--- src/hw/rtl/clru_pkg.sv ---
// ----------------------------------------------------------------------------
// clru_pkg
// Types and constants of the chunk-prefix LRU cache index.
// ----------------------------------------------------------------------------
package clru_pkg;

    localparam int MAX_FILES_DEF = 64;

    // Field widths
    localparam int FILE_W  = 32;
    localparam int CHUNK_W = 16;
    localparam int ACC_W   = 17;
    localparam int LAT_W   = 32;
    localparam int TIME_W  = 20;
    localparam int BEATS_W = 11;
    localparam int FCAP_W  = 7;

    // Configuration port
    localparam int CFG_IDX_W  = 3;
    localparam int CFG_DATA_W = 20;

    localparam logic [CFG_IDX_W-1:0] REG_PACKET_CAP  = 3'd0;
    localparam logic [CFG_IDX_W-1:0] REG_FILE_CAP    = 3'd1;
    localparam logic [CFG_IDX_W-1:0] REG_FIRST_CHUNK = 3'd2;
    localparam logic [CFG_IDX_W-1:0] REG_FIRST_TIME  = 3'd3;
    localparam logic [CFG_IDX_W-1:0] REG_BURST_TIME  = 3'd4;
    localparam logic [CFG_IDX_W-1:0] REG_BEATS       = 3'd5;

    // Reset values of the registers
    localparam logic [CHUNK_W-1:0] RST_PACKET_CAP  = 16'd4096;
    localparam logic [FCAP_W-1:0]  RST_FILE_CAP    = 7'd64;
    localparam logic [CHUNK_W-1:0] RST_FIRST_CHUNK = 16'd0;
    localparam logic [TIME_W-1:0]  RST_FIRST_TIME  = 20'd1000;
    localparam logic [TIME_W-1:0]  RST_BURST_TIME  = 20'd1000;
    localparam logic [BEATS_W-1:0] RST_BEATS       = 11'd8;

    // Request codes
    localparam logic REQ_LOOKUP = 1'b0;
    localparam logic REQ_STORE  = 1'b1;

    typedef struct packed {
        logic               req_type;
        logic [FILE_W-1:0]  file_id;
        logic [CHUNK_W-1:0] chunk_id;
    } in_word_t;

    typedef struct packed {
        logic             hit;
        logic             stored;
        logic [ACC_W-1:0] dram_accesses;
        logic [LAT_W-1:0] latency;
    } out_word_t;

endpackage

--- src/hw/rtl/clru_cost.sv ---
// ----------------------------------------------------------------------------
// clru_cost
// Cost unit: lat = first + (beats-1)*burst + (acc-1)*first, modulo 2^32, on one
// shared multiplier, stepping through the states BURST, ACC and SUM.
// ----------------------------------------------------------------------------
module clru_cost import clru_pkg::*; (
    input  logic               aclk,
    input  logic               aresetn,
    input  logic               start,
    input  logic [ACC_W-1:0]   acc,
    input  logic [TIME_W-1:0]  first_time,
    input  logic [TIME_W-1:0]  burst_time,
    input  logic [BEATS_W-1:0] beats,
    output logic               done,
    output logic [LAT_W-1:0]   lat
);

    typedef enum logic [1:0] {C_IDLE, C_BURST, C_ACC, C_SUM} cost_state_t;

    cost_state_t      state_reg;
    logic [LAT_W-1:0] prod_reg;
    logic [LAT_W-1:0] sum_reg;
    logic [LAT_W-1:0] mul_a;
    logic [LAT_W-1:0] mul_b;
    logic [LAT_W-1:0] prod;

    // Operand select for the shared multiplier
    always_comb begin
        if (state_reg == C_BURST) begin
            mul_a = {{(LAT_W-BEATS_W){1'b0}}, beats} - LAT_W'(1);
            mul_b = {{(LAT_W-TIME_W){1'b0}}, burst_time};
        end else begin
            mul_a = {{(LAT_W-ACC_W){1'b0}}, acc - ACC_W'(1)};
            mul_b = {{(LAT_W-TIME_W){1'b0}}, first_time};
        end
    end

    assign prod = mul_a * mul_b;

    // Sequencer
    always_ff @(posedge aclk) begin
        if (!aresetn) begin
            state_reg <= C_IDLE;
            done      <= 1'b0;
        end else begin
            done <= 1'b0;
            case (state_reg)
                C_IDLE: begin
                    if (start) state_reg <= C_BURST;
                end
                C_BURST: begin
                    prod_reg  <= prod;
                    state_reg <= C_ACC;
                end
                C_ACC: begin
                    sum_reg   <= {{(LAT_W-TIME_W){1'b0}}, first_time} + prod_reg;
                    prod_reg  <= prod;
                    state_reg <= C_SUM;
                end
                C_SUM: begin
                    lat       <= sum_reg + prod_reg;
                    done      <= 1'b1;
                    state_reg <= C_IDLE;
                end
                default: state_reg <= C_IDLE;
            endcase
        end
    end

endmodule

--- config.mk ---
export PLATFORM = sky130hd
export DESIGN_NAME = clru_cost
export DESIGN_NICKNAME = d
export VERILOG_FILES = /design/src/hw/rtl/clru_pkg.sv /design/src/hw/rtl/clru_cost.sv
export SDC_FILE = /design/constraint.sdc
export NUM_CORES = 1
export LEC_CHECK = 0
export CAP_MARGIN = 25
export CORE_MARGIN = 3
export CORE_UTILIZATION = 60
export CTS_BUF_LIST = sky130_fd_sc_hd__clkbuf_16
export CTS_CLUSTER_SIZE = 8
export DETAILED_ROUTE_END_ITERATION = 8
export DONT_BUFFER_PORTS = 1
export PLACE_DENSITY = 0.8
export SYNTH_ARGS = -nofsm -noshare
export SYNTH_HDL_FRONTEND = slang
export SYNTH_SLANG_ARGS = --single-unit
--- constraint.sdc ---
create_clock -name aclk -period 29.4 [get_ports aclk]
set_input_delay 4.41 -clock aclk [delete_from_list [all_inputs] [get_ports aclk]]
set_output_delay 4.41 -clock aclk [all_outputs]
set_load 0.02 [all_outputs]
==> run_results.csv, run 1 <==
group,metric,value,unit
setup_path,crit_family,"adder cells",
setup_path,crit_path_top_delay_cell,"a21oi_1",
sta,layout_min_cycle_time,12.89,ns
hold_path,worstHoldEndpoint,"lat[0]",
synthesis,synth_flop_cell,"edfxtp_1",
clock_tree,ctsHoldBuffers,0,
flow_run,max-cap-violations,0,
sta,clock.fmax,77.6,MHz
setup_path,max_stage_delay,0.92,ns
synthesis,syn_inst,1951,
setup_path,rrSetupSlack,19.98,ns
finish,antenna_cells,0,
synthesis,yosysWarnings,0,
floorplan,start_util,61.3,%
hold_path,min-delay-start,"sum_reg[0]",
finish,syn2layout_area_growth,4.83,%
grt,grt_pass1_wl,79000,microns
status,status,"completed",
setup_path,crit_type,"input port to flip-flop",
synthesis,synth_fp_nets,2487,
synthesis,yosysTopAreaCellShare,35.8,%
setup_path,cp_max_fo,9,
sta,fin_setup_tns,0,ns
detailed_routing,drt-total-wl,49700,microns
setup_path,critPathBufInv,4,
place,portBuffers,0,
floorplan,dieArea,32600,sq um
finish,mostFrequentLayoutCell,"inv_1",
sta,min_period_over_period,43.9,%
synthesis,syn_area_per_cell,9.36,sq um
sta,slew_headroom,22.6,%
grt,overflow,0,
synthesis,ys_ff_latch,99,
floorplan,fp.coreArea,29800,sq um
finish,nFillCells,2362,
synthesis,ys_seq_area_share,16.1,%
clock_tree,clk_latency,0.35,ns
finish,nNetsFinal,2490,
finish,fin_cells,2349,
clock_tree,cts_sinks,99,
sta,hold_violations,0,
floorplan,fp.dieH,180,microns
synthesis,synth.area.top_cells,"fa_1 (36%), edfxtp_1 (16%), ha_1 (9.5%)",
synthesis,netlist_area,18300,sq um
clock_tree,cts.clk_slew.worst_paths,0.07,ns
setup_path,cp_data_required_time,29.48,ns
detailed_routing,drt_first_pass_iters,6,
synthesis,yosys.area.top_type,"fa_1",
detailed_routing,ant_nets,0,
grt,grt_max_degree,69,
hold_path,hold_path_class,"flip-flop to flip-flop",
setup_path,cp_common_cell,"fa_1",
hold_path,holdPathStages,1,
finish,final_cell_mix,"inv_1 (416), fa_1 (326), nand2_1 (221)",
clock_tree,cts_inserted_buffers,9,
synthesis,synthArstFlopShare,0,%
detailed_routing,drc_errors,0,
setup_path,startpoint_type,"input port",
setup_path,r2r_cells,27,
detailed_routing,drt_iter0_drc,1315,
detailed_routing,drt-wirelength-per-cell,21.2,microns
place,place.gp.congestion,1.02,
grt,antenna_found_initial,0,
sta,finClkSkew,0.0105,ns
floorplan,die_w,180,microns
setup_path,r2r_start,"state_reg[1]",
clock_tree,htreeDepth,3,
setup_path,cp.depth,28,
sta,slew_viol_final,0,
floorplan,num_io_pins,104,
grt,first_global_vias,14900,
clock_tree,cts_tree,"built",
place,dp_hpwl,40500,microns
setup_path,cp-end-kind,"flip-flop",
detailed_routing,drt-vias-per-instance,5.95,
clock_tree,cts-root-buf,"clkbuf_16",
sta,rsz0062_at_grt,"false",
floorplan,row_count,63,
sta,worst_slew_pin_slew,1.16,ns
clock_tree,cts.path.max_buffers,2,
synthesis,synth_edf_count,96,
sta,setup_viol,0,
synthesis,synthDistinctLibCells,66,
clock_tree,postCtsSetupBuffers,0,
grt,grt_use_total,31.1,%
finish,drive_gt1_share,4.34,%
setup_path,critPathArrivalTime,12.97,ns
setup_path,timing.rr.end,"prod_reg[31]",
place,placed_cells,2330,
detailed_routing,route.vias.total,14000,
clock_tree,ctsResizeCount,0,
worst reg2reg max path, cell delays in order (launching register included):
cell	delay [ns]
dfxtp_1	0.35
inv_1	0.11
ha_2	0.18
buf_4	0.64
inv_1	0.62
nor2_1	0.84
nand2_1	0.29
inv_1	0.16
fa_1	0.54
inv_1	0.21
fa_1	0.46
fa_1	0.51
inv_1	0.05
fa_1	0.50
fa_1	0.51
fa_1	0.51
inv_1	0.06
fa_1	0.50
inv_1	0.04
ha_1	0.34
a21o_1	0.18
a21oi_1	0.20
o31ai_1	0.11
a31oi_1	0.33
o22ai_1	0.20
o221a_2	0.28
o41ai_1	0.30
xor2_1	0.13
routing by layer:
layer	vias to the layer above	GRT usage, %	wire, microns
li1	6089	-	-
met1	6865	39.4	18300
met2	838	51.4	23200
met3	178	7.27	5660
met4	0	13.6	2540
met5	-	0	0
synthesized netlist by cell type (all sizes together), types with 27 or more instances:
cell,n
fa,326
xnor2,84
inv,417
a21oi,65
o21ai,43
a21o,46
xor2,40
edfxtp,96
nor3,27
nand2,221
nor2,191
clkbuf,35
ha,139
area by class of cell:
| cell class | count | area (sq um) | share of cell area, % |
|---|---|---|---|
| Clock inverter | 7 | 82.6 | 0.432 |
| Multi-Input combinational cell | 1395 | 13600 | 71.0 |
| Timing Repair Buffer | 32 | 238 | 1.24 |
| Inverter | 417 | 1570 | 8.18 |
| Sequential cell | 99 | 2940 | 15.4 |
| Clock buffer | 9 | 225 | 1.18 |
| Tap cell | 390 | 488 | 2.55 |
worst max path at each step:
stage,startpoint,endpoint,slack [ns]
final,acc[0],prod_reg[31],16.51
after global routing,acc[0],prod_reg[31],16.19
after CTS,acc[0],prod_reg[31],16.49
after detailed placement,acc[0],prod_reg[31],16.11
after global placement,acc[0],prod_reg[31],16.40
after floorplan,acc[0],prod_reg[31],17.15
metrics by stage:
step | worst slack, ns | utilization (%) | area (sq um) | hold WS, ns
CTS | 16.49 | 64.2 | 19100 | 0.556
finish | 16.51 | 64.2 | 19100 | 0.551
detailed placement | 16.11 | 63.1 | 18800 | 0.535
global placement | 16.40 | 63.1 | 18800 | 0.548
global route | 16.19 | 64.2 | 19100 | 0.583
floorplan | 17.15 | - | 18300 | 0.513
kinds of logic after synthesis:
kind of cell,share of synthesized area [%]
multiplexers,2.04
flip-flops,16.1
AO/OA/AOI/OAI,8.03
XOR/XNOR,6.07
AND/OR/NAND/NOR,13.0
adder cells (fa/ha/maj),45.3
buffers and inverters,9.44
Power of run 1 is left out: the tool's default activity adds up to more than one toggle a clock period on the data nets, which glitch-free logic cannot reach.
==> run 2: changes to the inputs <==
==> constraint.sdc (replaced) <==
create_clock -name aclk -period 13.3 [get_ports aclk]
set_input_delay 1.995 -clock aclk [delete_from_list [all_inputs] [get_ports aclk]]
set_output_delay 1.995 -clock aclk [all_outputs]
set_load 0.02 [all_outputs]
==> run 2 against run 1 <==
Effect of this change: sequential share of layout area about the same; highest routed layer unchanged; non-clock buffer count is the same; wire length shrank 1.3%; final area is essentially flat; critical endpoint is now prod_reg[30]; sequential cell count is the same; die area did not move.
==> run_results.csv, run 2 (synthesized netlist as in run 1, its figures left out) <==
group,metric,value,unit
clock_tree,cts.clk_slew.worst_paths,0.07,ns
floorplan,dieArea,32600,sq um
finish,final_cell_mix,"inv_1 (416), fa_1 (326), nand2_1 (221)",
clock_tree,htreeDepth,3,
sta,finClkSkew,0.00931,ns
setup_path,cp_max_fo,9,
sta,setup_viol,0,
floorplan,start_util,61.3,%
grt,grt_max_degree,69,
grt,first_global_vias,14800,
detailed_routing,drt_first_pass_iters,5,
hold_path,hold_path_class,"flip-flop to flip-flop",
detailed_routing,drt_iter0_drc,1233,
clock_tree,cts_tree,"built",
finish,nFillCells,2372,
detailed_routing,route.vias.total,13900,
detailed_routing,ant_nets,0,
place,place.gp.congestion,1.04,
detailed_routing,drt-vias-per-instance,5.90,
floorplan,num_io_pins,104,
setup_path,cp-end-kind,"flip-flop",
clock_tree,ctsResizeCount,0,
grt,overflow,0,
status,status,"completed",
sta,min_period_over_period,76.4,%
floorplan,fp.dieH,180,microns
detailed_routing,drc_errors,0,
clock_tree,cts_sinks,99,
finish,nNetsFinal,2490,
flow_run,max-cap-violations,0,
clock_tree,cts.path.max_buffers,2,
clock_tree,clk_latency,0.36,ns
sta,rsz0062_at_grt,"false",
detailed_routing,drt-wirelength-per-cell,20.9,microns
setup_path,crit_path_top_delay_cell,"a211oi_1",
grt,grt_use_total,30.8,%
sta,layout_min_cycle_time,10.15,ns
setup_path,startpoint_type,"input port",
place,portBuffers,0,
sta,hold_violations,0,
clock_tree,cts-root-buf,"clkbuf_16",
grt,antenna_found_initial,1,
floorplan,fp.coreArea,29800,sq um
finish,mostFrequentLayoutCell,"inv_1",
floorplan,die_w,180,microns
setup_path,max_stage_delay,0.67,ns
clock_tree,postCtsSetupBuffers,0,
finish,syn2layout_area_growth,4.74,%
clock_tree,cts_inserted_buffers,9,
place,dp_hpwl,40500,microns
setup_path,r2r_cells,28,
hold_path,holdPathStages,1,
setup_path,critPathArrivalTime,10.26,ns
sta,clock.fmax,98.5,MHz
sta,slew_viol_final,0,
finish,drive_gt1_share,4.34,%
detailed_routing,drt-total-wl,49100,microns
grt,grt_pass1_wl,78200,microns
sta,worst_slew_pin_slew,1.11,ns
sta,slew_headroom,26.3,%
clock_tree,ctsHoldBuffers,0,
floorplan,row_count,63,
sta,fin_setup_tns,0,ns
setup_path,crit_type,"input port to flip-flop",
setup_path,cp_data_required_time,13.40,ns
-- run 2: critical path: cells and delay by family --
kind | cells | cell delay, ns
AOI/OAI and AO/OA | 7 | 2.22
adders and majority gates | 9 | 4.16
xor gates and xnor gates | 2 | 0.22
and+or+nand+nor | 6 | 1.23
buffers and inverters | 7 | 0.39
-- run 2: layer usage --
layer / routed length, microns / global-route usage [%] / part of all wire, % / up-vias
met4: 2510 / 14.4 / 5.1 / 0
met2: 22800 / 50.4 / 46 / 812
met1: 18100 / 38.7 / 37 / 6795
met3: 5680 / 7.65 / 12 / 162
li1: - / - / - / 6101
met5: 0 / 0 / 0 / -
-- run 2: final timing paths --
path / end / start / slack, ns
hold reg to reg: lat[0] / sum_reg[0] / 0.55
setup reg to reg: prod_reg[31] / state_reg[1] / 3.96
setup / recovery: prod_reg[30] / acc[0] / 3.15
hold / removal: lat[0] / sum_reg[0] / 0.55
-- run 2: final cells by class --
cell class | count | area, sq um | area share, %
Tap cell | 390 | 488 | 2.55
Sequential cell | 99 | 2940 | 15.4
Multi-Input combinational cell | 1395 | 13600 | 71.1
Antenna cell | 1 | 2.50 | 0.0131
Timing Repair Buffer | 32 | 238 | 1.24
Inverter | 417 | 1570 | 8.19
Clock buffer | 9 | 225 | 1.18
Clock inverter | 7 | 62.6 | 0.327
-- run 2: through the flow --
step	hold WS [ns]	utilization, %	cell area, sq um	worst slack (ns)	cells
after floorplan	0.513	-	18300	3.47	1951
after global placement	0.547	63.1	18800	2.57	2328
after detailed placement	0.534	63.1	18800	2.32	2329
after CTS	0.555	64.1	19100	2.70	2345
after global routing	0.582	64.2	19100	2.70	2350
final	0.549	64.2	19100	3.15	2350
Power of run 2 is left out for the same reason.
